$ cat config.mk
export PLATFORM = sky130hd
export DESIGN_NAME = cleaning_cycle_sequencer_top
export DESIGN_NICKNAME = d
export VERILOG_FILES = /design/src/rtl/core/ccs_pkg.sv /design/src/rtl/core/ccs_step.sv /design/src/rtl/core/cleaning_cycle_sequencer_top.sv
export SDC_FILE = /design/constraint.sdc
export NUM_CORES = 1
export LEC_CHECK = 0
export CORE_MARGIN = 1
export CORE_UTILIZATION = 30
export CTS_BUF_LIST = sky130_fd_sc_hd__clkbuf_4
export DETAILED_ROUTE_END_ITERATION = 8
export DONT_BUFFER_PORTS = 1
export MAX_ROUTING_LAYER = met4
export PLACE_DENSITY_LB_ADDON = 0.12
export SKIP_CTS_REPAIR_TIMING = 1
export SYNTH_ARGS = -nofsm -noshare
export SYNTH_HDL_FRONTEND = slang
export SYNTH_SLANG_ARGS = --single-unit
$ cat constraint.sdc
create_clock -name clock -period 3.7 [get_ports clock]
set_input_delay 0.37 -clock clock [delete_from_list [all_inputs] [get_ports clock]]
set_output_delay 0.37 -clock clock [all_outputs]
set_load 0.1 [all_outputs]
$ cat src/rtl/core/ccs_pkg.sv
// ----------------------------------------------------------------------------
// Cleaning cycle sequencer package
// Shared phase encoding, drive codes, register indexes and item structs.
// ----------------------------------------------------------------------------
package ccs_pkg;

   typedef enum logic [3:0] {
      PH_IDLE      = 4'd0,
      PH_HOME_DRUM = 4'd1,
      PH_HOME_GATE = 4'd2,
      PH_SETTLE    = 4'd3,
      PH_OPEN_GATE = 4'd4,
      PH_DRUM_OUT  = 4'd5,
      PH_SPRAY     = 4'd6,
      PH_RET_DRUM  = 4'd7,
      PH_RET_GATE  = 4'd8
   } phase_type;

   // motor drive codes
   localparam logic [1:0] DRV_STOP = 2'd0;
   localparam logic [1:0] DRV_BACK = 2'd1;
   localparam logic [1:0] DRV_FWD  = 2'd2;

   // configuration register indexes
   localparam logic [7:0] CSR_SETTLE_WAIT = 8'd0;
   localparam logic [7:0] CSR_SPRAY_WAIT  = 8'd1;

   localparam logic [7:0] WAIT_RESET = 8'd4;
   localparam logic [7:0] SEC_MAX    = 8'hFF;

   typedef struct packed {
      logic second_pulse;
      logic gate_open_switch;
      logic gate_closed_switch;
      logic drum_front_switch;
      logic drum_back_switch;
      logic start_request;
   } tick_type;

   typedef struct packed {
      logic [15:0] cleanings_count;
      logic        cycle_done;
      logic        busy_res;
      logic        spray_on;
      logic [1:0]  gate_drive;
      logic [1:0]  drum_drive;
   } result_type;

endpackage

$ cat src/rtl/core/ccs_step.sv
// ----------------------------------------------------------------------------
// Cleaning cycle sequencer step
// Phase register, seconds counter and cycle counter; computes one result per
// tick and advances the state when the tick is taken.
// ----------------------------------------------------------------------------
module ccs_step (
   input  logic                clock,
   input  logic                reset,
   input  logic                step_en,
   input  ccs_pkg::tick_type   tick,
   input  logic [7:0]          settle_wait,
   input  logic [7:0]          spray_wait,
   output ccs_pkg::result_type result
);

   ccs_pkg::phase_type phase_ff, phase_in;
   logic [7:0]         secs_ff, secs_in;
   logic [15:0]        count_ff, count_in;

   logic       drum_home, drum_end, gate_shut, gate_wide;
   logic [7:0] secs_cnt;
   logic       settle_end, spray_end;

   // both switches of an axis active means not in position
   assign drum_home = tick.drum_back_switch   & ~tick.drum_front_switch;
   assign drum_end  = tick.drum_front_switch  & ~tick.drum_back_switch;
   assign gate_shut = tick.gate_closed_switch & ~tick.gate_open_switch;
   assign gate_wide = tick.gate_open_switch   & ~tick.gate_closed_switch;

   assign secs_cnt   = (tick.second_pulse && secs_ff != ccs_pkg::SEC_MAX) ?
                       secs_ff + 8'd1 : secs_ff;
   assign settle_end = secs_cnt >= settle_wait;
   assign spray_end  = secs_cnt >= spray_wait;

   // next state
   always_comb begin
      phase_in = phase_ff;
      secs_in  = secs_ff;
      count_in = count_ff;
      case (phase_ff)
         ccs_pkg::PH_HOME_DRUM: begin
            if (drum_home) phase_in = ccs_pkg::PH_HOME_GATE;
         end
         ccs_pkg::PH_HOME_GATE: begin
            if (gate_shut) begin
               phase_in = ccs_pkg::PH_SETTLE;
               secs_in  = '0;
            end
         end
         ccs_pkg::PH_SETTLE: begin
            secs_in = secs_cnt;
            if (settle_end) phase_in = ccs_pkg::PH_OPEN_GATE;
         end
         ccs_pkg::PH_OPEN_GATE: begin
            if (gate_wide) phase_in = ccs_pkg::PH_DRUM_OUT;
         end
         ccs_pkg::PH_DRUM_OUT: begin
            if (drum_end) begin
               phase_in = ccs_pkg::PH_SPRAY;
               secs_in  = '0;
            end
         end
         ccs_pkg::PH_SPRAY: begin
            secs_in = secs_cnt;
            if (spray_end) phase_in = ccs_pkg::PH_RET_DRUM;
         end
         ccs_pkg::PH_RET_DRUM: begin
            if (drum_home) phase_in = ccs_pkg::PH_RET_GATE;
         end
         ccs_pkg::PH_RET_GATE: begin
            if (gate_shut) begin
               phase_in = ccs_pkg::PH_IDLE;
               count_in = count_ff + 16'd1;
            end
         end
         default: begin
            phase_in = tick.start_request ? ccs_pkg::PH_HOME_DRUM : ccs_pkg::PH_IDLE;
         end
      endcase
   end

   // outputs
   always_comb begin
      result            = '0;
      result.busy_res   = 1'b1;
      result.cleanings_count = count_in;
      case (phase_ff)
         ccs_pkg::PH_HOME_DRUM: begin
            if (!drum_home) result.drum_drive = ccs_pkg::DRV_BACK;
         end
         ccs_pkg::PH_HOME_GATE: begin
            if (!gate_shut) result.gate_drive = ccs_pkg::DRV_BACK;
         end
         ccs_pkg::PH_SETTLE: begin
            result.drum_drive = ccs_pkg::DRV_STOP;
         end
         ccs_pkg::PH_OPEN_GATE: begin
            if (!gate_wide) result.gate_drive = ccs_pkg::DRV_FWD;
         end
         ccs_pkg::PH_DRUM_OUT: begin
            if (!drum_end) result.drum_drive = ccs_pkg::DRV_FWD;
         end
         ccs_pkg::PH_SPRAY: begin
            result.spray_on = ~spray_end;
         end
         ccs_pkg::PH_RET_DRUM: begin
            if (!drum_home) result.drum_drive = ccs_pkg::DRV_BACK;
         end
         ccs_pkg::PH_RET_GATE: begin
            if (gate_shut) result.cycle_done = 1'b1;
            else           result.gate_drive = ccs_pkg::DRV_BACK;
         end
         default: begin
            result.busy_res = tick.start_request;
         end
      endcase
   end

   always_ff @(posedge clock) begin
      if (reset) begin
         phase_ff <= ccs_pkg::PH_IDLE;
         secs_ff  <= '0;
         count_ff <= '0;
      end else if (step_en) begin
         phase_ff <= phase_in;
         secs_ff  <= secs_in;
         count_ff <= count_in;
      end
   end

endmodule

$ cat src/rtl/core/cleaning_cycle_sequencer_top.sv
// ----------------------------------------------------------------------------
// Cleaning cycle sequencer top level
// Stream wrapper: input register, sequencer step, result register, CSRs.
// ----------------------------------------------------------------------------
// One transfer on req_ is one clock tick of the machine (switch levels, the
// one-second pulse and the start request); each produces exactly one transfer
// on rsp_ with the motor drives, spray, busy, done and the cycle count. The
// block takes one tick per clock while rsp_tready is high: a tick sits in the
// input register, the sequencer step turns it into a result in the same cycle
// and the result register holds it for the consumer. Wait times are set
// through csr_ (index 0 settle seconds, index 1 spray seconds, both reset to
// 4); write them only while no tick is in flight.
module cleaning_cycle_sequencer_top (
   input  logic        clock,
   input  logic        reset,
   input  logic        req_tvalid,
   output logic        req_tready,
   // [0] start_request [1] drum_back_switch [2] drum_front_switch
   // [3] gate_closed_switch [4] gate_open_switch [5] second_pulse [7:6] zero
   input  logic [7:0]  req_tdata,
   output logic        rsp_tvalid,
   input  logic        rsp_tready,
   // [1:0] drum_drive [3:2] gate_drive [4] spray_on [5] busy_res
   // [6] cycle_done [22:7] cleanings_count [23] zero
   output logic [23:0] rsp_tdata,
   input  logic        csr_wr_en,
   input  logic [7:0]  csr_addr,
   input  logic [7:0]  csr_wdata
);

   logic                s1_valid_ff, s1_valid_in;
   ccs_pkg::tick_type   s1_tick_ff;
   logic                rsp_valid_ff, rsp_valid_in;
   ccs_pkg::result_type rsp_data_ff, step_result;
   logic [7:0]          settle_ff, spray_ff;
   logic                out_free, advance, req_xfer;

   assign out_free    = ~rsp_valid_ff | rsp_tready;
   assign advance     = s1_valid_ff & out_free;
   assign req_tready  = ~s1_valid_ff | out_free;
   assign req_xfer    = req_tvalid & req_tready;

   assign s1_valid_in  = req_xfer | (s1_valid_ff & ~advance);
   assign rsp_valid_in = advance  | (rsp_valid_ff & ~rsp_tready);

   ccs_step u_step (
      .clock       (clock),
      .reset       (reset),
      .step_en     (advance),
      .tick        (s1_tick_ff),
      .settle_wait (settle_ff),
      .spray_wait  (spray_ff),
      .result      (step_result)
   );

   always_ff @(posedge clock) begin
      if (reset) begin
         s1_valid_ff  <= 1'b0;
         rsp_valid_ff <= 1'b0;
      end else begin
         s1_valid_ff  <= s1_valid_in;
         rsp_valid_ff <= rsp_valid_in;
      end
   end

   always_ff @(posedge clock) begin
      if (req_xfer) s1_tick_ff <= ccs_pkg::tick_type'(req_tdata[5:0]);
      if (advance)  rsp_data_ff <= step_result;
   end

   always_ff @(posedge clock) begin
      if (reset) begin
         settle_ff <= ccs_pkg::WAIT_RESET;
         spray_ff  <= ccs_pkg::WAIT_RESET;
      end else if (csr_wr_en) begin
         case (csr_addr)
            ccs_pkg::CSR_SETTLE_WAIT: settle_ff <= csr_wdata;
            ccs_pkg::CSR_SPRAY_WAIT:  spray_ff  <= csr_wdata;
            default: ;
         endcase
      end
   end

   assign rsp_tvalid = rsp_valid_ff;
   assign rsp_tdata  = {1'b0, rsp_data_ff};

endmodule

Word-level counts from Yosys, hierarchy flattened
Cells that the tools add are included.
{"block": "word_totals", "out_inout_bits": 26, "regBits": 75, "wordCells": 96, "in_bits": 29}
{"block": "op_classes", "reduce_logical": 11, "bitwise": 21, "n_addsub": 2, "n_mux": 23, "n_eq_ne": 18, "n_lt_le_gt_ge": 2}
{"operator": "$mux 16", "count": 2}
{"operator": "$mux 4", "count": 8}
{"operator": "$pmux 4 s8", "count": 1}
{"operator": "$mux 8", "count": 3}
{"operator": "$pmux 8 s3", "count": 1}
{"operator": "$add 16x1->16 const B", "count": 1}
{"operator": "$eq 4x3->1 const B", "count": 4}
{"operator": "$ge 8x8->1", "count": 2}
{"operator": "$ne 2x1->1 const B", "count": 8}
{"operator": "$not 1->1", "count": 9}
{"operator": "$reduce_and 9->1", "count": 1}
{"operator": "$add 8x1->8 const B", "count": 1}
{"operator": "$and 1x1->1", "count": 8}
{"operator": "$eq 4x2->1 const B", "count": 2}
{"operator": "$eq 8x1->1 const B", "count": 1}
{"operator": "$logic_not 8->1", "count": 1}
{"operator": "$ne 8x8->1 const B", "count": 1}
{"operator": "$pmux 2 s2", "count": 2}
{"operator": "$reduce_or 8->1", "count": 1}
{"operator": "$reduce_or 2->1", "count": 3}
{"operator": "$eq 4x1->1 const B", "count": 1}
{"operator": "$eq 4x4->1 const B", "count": 1}
{"operator": "$mux 1", "count": 4}
{"operator": "$mux 2", "count": 2}
{"operator": "5 further kinds", "count": 9}

Longest topological paths before layout
Gate-level depths: netlist of run 1.
{"block": "depth", "depth_word": 6, "mapped_depth": 12, "depth_no_buf": 12}

Hierarchy
A second synthesis of run 1 with hierarchy kept.
{"block": "unflattened", "hier_cells": 400, "hier_area_um2": 3952.5}
{"mod": "ccs_step", "seq_area_each_um2": 560.5, "cells_per_inst": 295, "instances": 1, "area_each_um2": 2303.5}
{"mod": "cleaning_cycle_sequencer_top", "seq_area_each_um2": 1231.2, "cells_per_inst": 105, "instances": 1, "area_each_um2": 1649.1}

Least setup slack after synthesis of run 1
Ideal clock, no wire load.
{"block": "synth_path", "path_type": "reg2reg", "from": "register u_step.secs_ff[0]", "to": "register u_step.phase_ff[3]", "required_time_ps": 3630, "t_arrival_ps": 2873, "setup_slack_ps": 757, "path_buffers": 0, "setup_time_ps": 70, "synth_period_minus_slack_ps": 2943, "stages_incl_launch_ff": 11, "path_cell_list": "dfxtp_1 ha_1 nand2_1 o31ai_4 mux2_2 ha_1 o211ai_1 a211oi_1 nor2_1 or4b_2 a21oi_1"}
{"block": "synth_between", "elab_chain_cells": 6, "word_cells_on_any_way": 9, "cone_classes": "add/sub: 1; order compare: 2; eq/ne: 3; mux: 1; reduce/logical: 2"}
{"element": "start: declaration", "line": "ccs_step.sv:17", "rtl": "logic [7:0] secs_ff, secs_in;"}
{"element": "start signal: assignment", "line": "ccs_step.sv:126", "rtl": "secs_ff <= secs_in;"}
{"element": "parallel branches: the longest is 2 deep, another holds $add 8x1->8"}
{"element": "$mux 8 (*)", "line": "ccs_step.sv:30", "rtl": "assign secs_cnt = (tick.second_pulse && secs_ff != ccs_pkg::SEC_MAX) ?"}
{"element": "$ge 8x8->1 (on tied branches)", "line": "ccs_step.sv:33, ccs_step.sv:32"}
{"element": "$ne 2x1->1 (no source line)"}
{"element": "$reduce_and 9->1 (no source line) (*)"}
{"element": "end signal: assignment", "line": "ccs_step.sv:121", "rtl": "phase_ff <= ccs_pkg::PH_IDLE;"}
{"element": "end signal: assignment", "line": "ccs_step.sv:125", "rtl": "phase_ff <= phase_in;"}
{"element": "end: declaration", "line": "ccs_step.sv:16", "rtl": "ccs_pkg::phase_type phase_ff, phase_in;"}
Mark *: on every way between the ends.
A chain may end at the register's enable or synchronous reset.

Worst setup path after layout of run 1
Same ends and word-level chain as after synthesis.

==> impl_results.md, run 1 <==
- Ant diodes: 0
- Synth unique cells: 51
- Max IR drop VDD: 0.0001751 V
- H-tree levels: 3
- Async SR Flop Fraction: 0
- Clock transition at the registers of the reported paths: 0.13 ns
- Final antenna-violating net count: 0
- Post-synthesis average cell area: 9.887 um^2
- Status: finished clean
- EDFF count, synth: 29
- Total number of vias: 2683
- CP Launch Type: flop
- Syn Nets: 436
- Avg WL per Cell: 13.87 um
- Layout cell share with drive strength beyond 1: 0.07940
- DP HPWL: 5742 um
- Slew Viols, Final: 0
- Max Clk Rate: 307.9 MHz
- Worst skew pair latency: 0.44 ns
- DRT Pass-1 Iters: 4
- TritonCTS clock tree: built
- Overall Power: 0.001554 W
- RSZ-0062 raised after global routing: no
- PD cells: 367.0 mW/mm^2
- Ports: 55
- Synth Cell Area: 0.003846 mm^2
- Leak Pwr: 1.557 nW
- Switching Fraction: 0.2817
- Gate power share: 0.043
- Post-route clock period utilization: 0.8779
- Register bit total from synthesis: 75
- Gpl congestion: 0.8164
- Largest net degree at the start of global routing: 44
- Mapped Cells: 389
- Crit path capture type: flop
- Max-cap violations: 0
- Worst slew pin tran: 0.9262 ns
- Final worst path period need: 3.248 ns
- Fillers: 1251
- GRT Total Usage: 0.1360
- Area grow syn2layout: 10.05%
- Design area: 0.004233 mm^2
- # nets final: 445
- CTS max path bufs: 2
- Placement row count: 40
- HP Class: in2reg
- Die Footprint: 0.01328 mm^2
- # setup viols final: 0
- Hold violation count in the final report: 0
- Post-synth top flop: dfxtp_1
- First-pass GRT wire length: 13230 um
- Reg power frac: 0.625
- Core region area: 0.01226 mm^2
- Port bufs: 0
- Sequential area share after synthesis: 0.4658
- Placed Instance Area: 0.004016 mm^2
- Slew HR: 0.3838
- Congestion Overflow GR: 0
- Critical Path Fanout Max: 6
- Setup Skew: 0.01822 ns
- Via density: 4.699
- Sw Pwr: 0.0004376 W
- Vias in the first global route: 2731
- Clk sinks: 75
- Arr. time, crit path: 3.64 ns
- Initial DRC count: 102
- Overall die height: 115.2 um
- Initial antenna violation count: 0
- Num CTS Buffers: 9
- # DRC: 0
- P_int: 0.001116 W
- Commonest non-fill, non-tap cell in the layout: nor2_1
- Initial Utilization: 0.3137
- Clk pwr share: 0.332
- Setup CP Type: reg2reg
- Final wirelength: 7919 um
- Syn. warnings: 0
- Critical path required time: 4.09 ns
- Clock root cell: clkbuf_4
- Commonest non-fill, non-tap cells in the layout: 49 x nor2_1, 46 x dfxtp_1, 31 x nand2_1
- Setup TNS: 0 ns
- Final Util: 0.3452
- Die W: 115.2 um
-- state kept, by name (all words and copies together) (netlist names) --
register,count
rsp_tvalid,1
settle_ff,8
spray_ff,8
rsp_tdata,23
s1_tick_ff,6
u_step.count_ff,16
s1_valid_ff,1
u_step.secs_ff,8
u_step.phase_ff,4
-- cell families after synthesis --
logic type / after synthesis / share of synthesized area
AND/OR/NAND/NOR: 150 / 0.2062
flip-flops: 75 / 0.4658
AO/OA/AOI/OAI: 45 / 0.07743
buffers and inverters: 39 / 0.04359
XOR/XNOR: 38 / 0.08653
multiplexers: 23 / 0.06083
adder cells (fa/ha/maj): 18 / 0.05856
other: 1 / 0.0009750
-- critical path, cell delays in order, from the launching register on --
cell	delay, ns
dfxtp_1	0.44
ha_1	0.25
nand2_1	0.12
o31ai_4	0.42
mux2_2	0.41
ha_1	0.28
o211ai_1	0.08
a211oi_1	0.29
nor2_1	0.12
or4b_2	0.64
a21oi_1	0.15
-- layer usage --
metal  track usage  up-vias  share of wire
li1              -     1377              -
met1        0.1539     1260           0.48
met2        0.2245       33           0.47
met3       0.02952       13          0.024
met4       0.07273        0          0.022
met5             -        -              0
-- power groups by stage --
stage | combinational [W] | clock [W] | sequential, W
2_1_floorplan | 0.0000482 | 0 | 0.000990
3_3_place_gp | 0.0000527 | 0 | 0.000991
3_5_place_dp | 0.0000534 | 0 | 0.000991
4_1_cts | 0.0000536 | 0.000547 | 0.000972
5_1_grt | 0.0000743 | 0.000577 | 0.000975
6_report | 0.0000667 | 0.000515 | 0.000971
-- metrics by stage --
step | std cells | hold WS, ns | setup WS [ns]
2_1_floorplan | 389 | 0.4446 | 0.7567
3_3_place_gp | 548 | 0.4482 | 0.4710
3_5_place_dp | 548 | 0.4471 | 0.4267
4_1_cts | 564 | -0.06700 | 0.4173
5_1_grt | 571 | 0.008044 | 0.2416
6_report | 571 | 0.04097 | 0.4517
-- cell usage after synthesis, types with 2 or more instances --
cell / number / area [um^2]
xor2_1: 17 / 148.9
nor2b_1: 4 / 25.02
nor3_4: 2 / 32.53
xnor2_1: 21 / 183.9
a211oi_1: 4 / 30.03
nor4b_1: 2 / 17.52
nand3b_1: 3 / 22.52
dfxtp_1: 46 / 920.9
nand2_1: 31 / 116.4
clkbuf_1: 7 / 26.28
or4_1: 2 / 15.01
mux2i_1: 20 / 200.2
nor4_1: 3 / 18.77
buf_4: 3 / 22.52
o21ai_0: 12 / 60.06
buf_2: 2 / 10.01
nor2_1: 49 / 183.9
o2111ai_1: 2 / 17.52
nand2b_1: 6 / 37.54
mux2_2: 3 / 33.78
or3_1: 3 / 18.77
ha_1: 18 / 225.2
o211ai_1: 3 / 22.52
nand4_1: 7 / 43.79
a21oi_1: 12 / 60.06
inv_1: 25 / 93.84
nand3_1: 15 / 75.07
edfxtp_1: 29 / 870.8
nor3_1: 13 / 65.06
a31oi_1: 4 / 25.02
-- cell type report --
type                            instances  area [um^2]  share of cell area
Multi-Input combinational cell        275         1887              0.4458
Clock inverter                          5        53.80             0.01271
Tap cell                              168        210.2             0.04966
Clock buffer                           11        82.58             0.01951
Sequential cell                        75         1792              0.4233
Inverter                               26        97.59             0.02306
Timing Repair Buffer                   11        110.1             0.02601
-- final timing paths --
path | from | to | slack, ns | cells after the start
worst max-delay path | u_step.secs_ff[0] | u_step.phase_ff[3] | 0.45 | 10
worst min register to register | u_step.secs_ff[4] | u_step.secs_ff[4] | 0.49 | 2
worst min-delay path | req_tvalid | s1_valid_ff | 0.04 | 2
worst max register to register | u_step.secs_ff[0] | u_step.phase_ff[3] | 0.45 | 10
Note: power is estimated with default switching activity, not from simulation.
==> inputs of run 2 (changes only) <==
--- a/config.mk
+++ b/config.mk
@@ -5,6 +5,7 @@
 export SDC_FILE = /design/constraint.sdc
 export NUM_CORES = 1
 export LEC_CHECK = 0
+export ABC_AREA = 1
 export CORE_MARGIN = 1
 export CORE_UTILIZATION = 30
 export CTS_BUF_LIST = sky130_fd_sc_hd__clkbuf_4
@@ -12,6 +13,7 @@
 export DONT_BUFFER_PORTS = 1
 export MAX_ROUTING_LAYER = met4
 export PLACE_DENSITY_LB_ADDON = 0.12
+export REMOVE_ABC_BUFFERS = 1
 export SKIP_CTS_REPAIR_TIMING = 1
 export SYNTH_ARGS = -nofsm -noshare
 export SYNTH_HDL_FRONTEND = slang
==> run 2 against run 1 <==
Against the previous run: first-iteration DRC count increased by 65%; power rose by 16%; sequential cell count did not move; global-route usage is essentially flat; critical endpoint unchanged; highest routed layer unchanged.
==> impl_results.md, run 2 <==
- Yosys top cell by area: dfxtp_1
- Syn. warnings: 0 (unchanged)
- Min Hold Slack: 0.03416 ns (-0.006806 ns)
- H-tree levels: 3 (unchanged)
- Critical path required time: 4.07 ns (-0.02 ns)
- Clk sinks: 75 (unchanged)
- Crit path capture type: flop
- Via density: 4.421 (-5.9%)
- Reg2reg end: u_step.phase_ff[3]
- Max Clk Rate: 391.3 MHz (+27%)
- Leak Pwr: 1.994 nW (+28%)
- Most frequent cell after synthesis: nand2_1
- Largest net degree at the start of global routing: 27 (-39%)
- Congestion Overflow GR: 0 (unchanged)
- Initial Utilization: 0.3114 (-0.002259)
- CTS max path bufs: 2 (unchanged)
- Post-synth top flop: dfxtp_1
- Sw Pwr: 0.0005674 W (+30%)
- Status: finished clean
- Final Util: 0.3422 (-0.002960)
- Initial antenna violation count: 0 (unchanged)
- First-pass GRT wire length: 14280 um (+7.9%)
- Worst slew pin tran: 0.9396 ns (+0.01336 ns)
- Slew Viols, Final: 0 (unchanged)
- Post-Layout Cell Count: 707 (+24%)
- Register area: 0.001792 mm^2 (unchanged)
- Clock root cell: clkbuf_4
- # setup viols final: 0 (unchanged)
- Area grow syn2layout: 9.900%
- PD cells: 409.9 mW/mm^2 (+12%)
- Delay-heaviest family, CP: simple AND/OR/NAND/NOR gates
- Max IR drop VDD: 0.0001593 V (-9.0%)
- # nets final: 577 (+30%)
- HP Class: in2reg
- Register bit total from synthesis: 75 (unchanged)
- Clock transition at the registers of the reported paths: 0.14 ns (about the same)
- Setup TNS: 0 ns (unchanged)
- Ports: 55 (unchanged)
- Crit path largest cell delay: 0.41 ns (-0.23 ns)
- Arr. time, crit path: 2.92 ns (-0.72 ns)
- Fillers: 1373 (+9.8%)
- Ant diodes: 0 (unchanged)
- Cells along the critical path: ha_1 > inv_1 > nor2_2 > nand2_1 > nand2_2 > inv_2 > nand2_1 > nand2_1 > inv_1 > ha_1 > a21o_1 > nor3_1 > nand2_1 > nand3_2 > nand2_1 > nand2_1 > nor2_1
- CP Launch Type: flop
- P_int: 0.001232 W (+10%)
- Most common cell on crit path: nand2_1
- Port bufs: 0 (unchanged)
- Hold Crit Depth: 2 (unchanged)
- Setup Skew: 0.01920 ns (+0.0009848 ns)
- Vias in the first global route: 3027 (+11%)
- Sequential area share after synthesis: 0.4486 (-0.01722)
- Final wirelength: 8456 um (+6.8%)
- Synth cell count leaders: 119 x nand2_1, 90 x inv_1, 59 x nor2_1
- Overall die height: 117.4 um (+1.9%)
- Async SR Flop Fraction: 0 (unchanged)
- Gpl congestion: 0.8310 (+1.8%)
- GRT Total Usage: 0.1363 (+0.0002385)
- Endpoint, Worst Hold: spray_ff[2]
- Layout cell share with drive strength beyond 1: 0.08037 (+0.0009694)
- Slew HR: 0.3749 (-0.008885)
- # DRC: 0 (unchanged)
- TritonCTS clock tree: built
- Share of the synthesized area in the top cell type: 0.2306 (-0.008851)
- Commonest non-fill, non-tap cell in the layout: nand2_1
- Critical path buffers and inverters: 3 (+3)
- Synth Cell Area: 0.003994 mm^2 (+3.8%)
- Core region area: 0.01282 mm^2 (+4.6%)
- Post-route clock period utilization: 0.6906 (-0.1873)
- Die Footprint: 0.01378 mm^2 (+3.8%)
- FF-to-FF setup slack: 1.14 ns (+0.69 ns)
- DRT Pass-1 Iters: 4 (unchanged)
- Top cells by area, synth: dfxtp_1 23%, edfxtp_1 22%, nand2_1 11%
- Final antenna-violating net count: 0 (unchanged)
- Placed cell count: 684 (+25%)
- Avg WL per Cell: 11.96 um (-14%)
- R2R depth: 17 (+7)
- Worst skew pair latency: 0.46 ns (+0.02 ns)
- Reg power frac: 0.569 (-0.056)
- Area occupied by multi-input gates: 0.001780 mm^2 (-5.6%)
- Final WS setup: 1.145 ns (+0.6931 ns)
- Die W: 117.4 um (+1.9%)
- Mapped Cells: 518 (+33%)
- Final worst path period need: 2.555 ns (-0.6931 ns)
- Clk pwr share: 0.326 (-0.006)
- Initial DRC count: 168 (+65%)
- Commonest non-fill, non-tap cells in the layout: 119 x nand2_1, 90 x inv_1, 59 x nor2_1
- Max FFs per register: 23 (unchanged)
- CP max-delay cell: dfxtp_1
- Max-cap violations: 0 (unchanged)
- DP HPWL: 6187 um (+7.7%)
- Total number of vias: 3126 (+17%)
- RSZ-0062 raised after global routing: no
- Critical Path Fanout Max: 11 (+5)
- Setup CP Type: reg2reg
- Synth unique cells: 36 (-29%)
- Switching Fraction: 0.3154 (+0.03369)
- Gate power share: 0.105 (+0.062)
- Worst slack, placed: 1.140 ns (+0.7136 ns)
- Placement row count: 41 (+2.5%)
- Num CTS Buffers: 9 (unchanged)
- Hold violation count in the final report: 0 (unchanged)
- RR Startpoint: u_step.secs_ff[0]
- Hold path start: csr_wdata[2]
- EDFF count, synth: 29 (unchanged)
- Post-synthesis average cell area: 7.710 um^2 (-22%)
[run 2: cell count changes in the layout (fill, tap and decap cells not counted), sizes merged, moves of 8 or more]
cell,previous run,this run
nor3,15,7
xor2,17,9
nand3,15,25
nor2,51,68
mux2i,20,0
xnor2,21,3
a21oi,12,31
o21ai,12,36
inv,26,93
nand2,32,123
[run 2: how the worst max path moves through the flow]
stage	from	endpoint	slack, ns	cells after the start
CTS	u_step.secs_ff[0]	u_step.phase_ff[3]	1.13	17
global route	u_step.secs_ff[0]	u_step.phase_ff[3]	0.83	19
floorplan	rsp_tvalid	s1_tick_ff[0]	0.90	3
finish	u_step.secs_ff[0]	u_step.phase_ff[3]	1.14	17
global placement	u_step.secs_ff[0]	u_step.phase_ff[2]	1.19	17
detailed placement	u_step.secs_ff[0]	u_step.phase_ff[3]	1.14	17
[run 2: stage by stage]
| step | area (um^2) | total power, W |
|---|---|---|
| floorplan | 3921 | 0.001180 |
| global placement | 4159 | 0.001223 |
| detailed placement | 4159 | 0.001225 |
| CTS | 4319 | 0.001816 |
| global route | 4389 | 0.001892 |
| finish | 4389 | 0.001799 |
[run 2: cell type report]
| type | instances | area share |
|---|---|---|
| Timing Repair Buffer | 10 | 0.02109 |
| Clock buffer | 9 | 0.01539 |
| Sequential cell | 75 | 0.4082 |
| Inverter | 93 | 0.07953 |
| Multi-Input combinational cell | 341 | 0.4056 |
| Tap cell | 172 | 0.04903 |
| Clock inverter | 7 | 0.02109 |
[run 2: kinds of logic after synthesis]
group	Yosys count	synth area share
adder cells (fa/ha/maj)	18	0.05639
flip-flops	75	0.4486
XOR/XNOR	12	0.02632
buffers and inverters	102	0.1056
AO/OA/AOI/OAI	72	0.09712
other	1	0.0009389
AND/OR/NAND/NOR	238	0.2650
[run 2: power groups by stage]
| stage | logic (W) | clock network [W] | registers [W] |
|---|---|---|---|
| 2_1_floorplan | 0.000139 | 0 | 0.00104 |
| 3_3_place_gp | 0.000180 | 0 | 0.00104 |
| 3_5_place_dp | 0.000182 | 0 | 0.00104 |
| 4_1_cts | 0.000183 | 0.000609 | 0.00102 |
| 5_1_grt | 0.000219 | 0.000644 | 0.00103 |
| 6_report | 0.000189 | 0.000587 | 0.00102 |
[run 2: layer usage]
metal | vias to the layer above | routed length, um | GRT usage
met4 | 0 | 250 | 0.07711
met2 | 53 | 3838 | 0.2200
met1 | 1395 | 4084 | 0.1547
met5 | - | 0 | -
met3 | 17 | 284 | 0.03210
li1 | 1661 | - | -
==> inputs of run 3 (changes only) <==
--- a/config.mk
+++ b/config.mk
@@ -5,7 +5,7 @@
 export SDC_FILE = /design/constraint.sdc
 export NUM_CORES = 1
 export LEC_CHECK = 0
-export ABC_AREA = 1
+export ABC_AREA = 0
 export CORE_MARGIN = 1
 export CORE_UTILIZATION = 30
 export CTS_BUF_LIST = sky130_fd_sc_hd__clkbuf_4
==> constraint.sdc (replaced) <==
create_clock -name clock -period 2.32 [get_ports clock]
set_input_delay 0.232 -clock clock [delete_from_list [all_inputs] [get_ports clock]]
set_output_delay 0.232 -clock clock [all_outputs]
set_load 0.1 [all_outputs]
==> run 3 against run 2 <==
Against the previous run: setup slack got worse by 1.5 ns; the run now ends with negative setup slack left; global-route usage increased by 0.45 points; register-to-register slack got worse by 1.5 ns; critical endpoint unchanged; clock skew about the same; largest cell class is now multi-input gates.
==> impl_results.md, run 3 (synthesis gave the netlist of run 1 again) <==
- Slew HR: 0.4050 (+0.03004)
- PD cells: 540.1 mW/mm^2 (+32%)
- Max FFs per register: 23 (unchanged)
- Clock root cell: clkbuf_4
- First-pass GRT wire length: 13660 um (-4.3%)
- Die Footprint: 0.01328 mm^2 (-3.6%)
- Area occupied by multi-input gates: 0.001976 mm^2 (+11%)
- RSZ-0062 raised after global routing: yes
- FF-to-FF setup slack: -0.33 ns (-1.48 ns)
- Worst slack, placed: -0.6251 ns (-1.765 ns)
- Initial Utilization: 0.3137 (+0.002259)
- TritonCTS clock tree: built
- Num CTS Buffers: 9 (unchanged)
- Final antenna-violating net count: 0 (unchanged)
- GR Util met1: 0.1611 (+0.006333)
- R2R depth: 12 (-5)
- CP Launch Type: flop
- Congestion Overflow GR: 0 (unchanged)
- Via density: 4.646 (+5.1%)
- Setup CP Type: reg2reg
- Hold Crit Depth: 2 (unchanged)
- Post-route clock period utilization: 1.144 (+0.4532)
- DRT Pass-1 Iters: 4 (unchanged)
- Reg power frac: 0.586 (+0.017)
- RR Startpoint: u_step.secs_ff[0]
- H-tree levels: 3 (unchanged)
- Clk pwr share: 0.358 (+0.032)
- Max IR drop VDD: 0.0002346 V (+47%)
- # nets final: 502 (-13%)
- Leak Pwr: 1.912 nW (-4.1%)
- Switching Fraction: 0.2731 (-0.04231)
- Setup Skew: 0.01959 ns (+0.0003854 ns)
- CTS max path bufs: 2 (unchanged)
- Ant diodes: 0 (unchanged)
- Gate power share: 0.055 (-0.050)
- Critical path required time: 2.70 ns (-1.37 ns)
- GRT Total Usage: 0.1408 (+0.004503)
- Clk sinks: 75 (unchanged)
- Endpoint, Worst Hold: spray_ff[2]
- Clock transition at the registers of the reported paths: 0.11 ns (-0.03 ns)
- Port bufs: 0 (unchanged)
- Overall die height: 115.2 um (-1.8%)
- Commonest non-fill, non-tap cell in the layout: nor2_1
- CP max-delay cell: or4b_4
- Total number of vias: 2918 (-6.7%)
- Reg2reg end: u_step.phase_ff[3]
- Overall Power: 0.002613 W (+45%)
- Most common cell on crit path: nor2_1
- Hold violation count in the final report: 0 (unchanged)
- Worst skew pair latency: 0.45 ns (about the same)
- Final worst path period need: 2.654 ns (+0.09831 ns)
- Crit path capture type: flop
- Violated checks: negative setup slack
- Fillers: 1211 (-12%)
- Cells along the critical path: ha_4 > nand2_4 > o31ai_4 > buf_6 > nor2_1 > xor2_1 > ha_2 > nor2_1 > a211oi_2 > nor2_1 > or4b_4 > a21oi_2
- Setup TNS: -1.151 ns (-1.151 ns)
- # DRC: 0 (unchanged)
- Initial antenna violation count: 0 (unchanged)
- Ports: 55 (unchanged)
- Status: finished with violations
- Arr. time, crit path: 3.03 ns (+0.11 ns)
- HP Class: in2reg
- GRT Max-Usage Layer: met2
- Avg WL per Cell: 13.55 um (+13%)
- Largest net degree at the start of global routing: 44 (+63%)
- Hold path start: reset
- Sw Pwr: 0.0007135 W (+26%)
- Crit path largest cell delay: 0.54 ns (+0.13 ns)
- Initial DRC count: 112 (-33%)
- P_int: 0.001900 W (+54%)
- Layout cell share with drive strength beyond 1: 0.1848 (+0.1044)
- Area grow syn2layout: 25.80%
- GRT met3 Usage: 0.05271 (+0.02061)
- Register area: 0.001794 mm^2 (+0.14%)
- Gpl congestion: 0.7941 (-4.4%)
- Max-cap violations: 0 (unchanged)
- # setup viols final: 5 (+5)
- DP HPWL: 5945 um (-3.9%)
- Vias in the first global route: 2812 (-7.1%)
- Worst slew pin tran: 0.8944 ns (-0.04515 ns)
- Commonest non-fill, non-tap cells in the layout: 48 x nor2_1, 44 x dfxtp_1, 38 x buf_4
- Critical Path Fanout Max: 3 (-8)
- Final WS setup: -0.3336 ns (-1.478 ns)
- M2 GR Usage: 0.2301 (+0.01008)
- Slew Viols, Final: 0 (unchanged)
- Max Clk Rate: 376.8 MHz (-3.7%)
- Die W: 115.2 um (-1.8%)
- Final wirelength: 8512 um (+0.66%)
- Core region area: 0.01226 mm^2 (-4.4%)
- Placement row count: 40 (-2.4%)
## run 3: final cells by class
type / instances / area share
clock inverters: 6 / 0.01836
multi-input cells: 275 / 0.4083
clock buffers: 10 / 0.01552
inverters: 26 / 0.02017
repair buffers: 68 / 0.1234
flip-flops and latches: 75 / 0.3708
well taps: 168 / 0.04344
## run 3: routing by layer
layer | wire (um) | vias to the layer above
met5 | 0 | -
met2 | 4349 | 44
met4 | 90 | 0
met3 | 260 | 8
met1 | 3811 | 1378
li1 | - | 1488
## run 3: how the worst max path moves through the flow
stage                           start  slack, ns                 end  depth (start not counted)
global placement    u_step.secs_ff[0]      -0.57  u_step.phase_ff[3]                         10
global route        u_step.secs_ff[4]      -0.46  u_step.phase_ff[0]                         13
detailed placement  u_step.secs_ff[1]      -0.63  u_step.phase_ff[3]                         10
CTS                 u_step.secs_ff[1]      -0.64  u_step.phase_ff[3]                         10
finish              u_step.secs_ff[0]      -0.33  u_step.phase_ff[3]                         12
floorplan           u_step.secs_ff[0]      -0.62  u_step.phase_ff[3]                         10
## run 3: power groups by stage
| stage | Sequential (W) | Combinational, W | Clock, W |
|---|---|---|---|
| final | 0.00153 | 0.000144 | 0.000936 |
| after global placement | 0.00156 | 0.000113 | 0 |
| after global routing | 0.00154 | 0.000157 | 0.00103 |
| after detailed placement | 0.00156 | 0.000114 | 0 |
| after CTS | 0.00153 | 0.000114 | 0.000987 |
| after floorplan | 0.00158 | 0.0000580 | 0 |
## run 3: through the flow
step           instances  instance area [um^2]  utilization  hold WS (ns)
4_1_cts              598                  4436       0.3617       -0.2153
5_1_grt              628                  4838       0.3946       0.01496
3_5_place_dp         582                  4272       0.3484        0.3131
6_report             628                  4838       0.3946       0.04573
3_3_place_gp         582                  4272       0.3484        0.3121
2_1_floorplan        376                  3776            -        0.3011
## run 3: worst max-delay path: cells and delay by family (launching register included)
kind | cells | cell delay, ns
buf+inv | 1 | 0.17
xor+xnor | 1 | 0.18
fa+ha+maj | 2 | 0.47
simple gates | 5 | 0.79
flops | 1 | 0.37
compound gates | 3 | 0.63
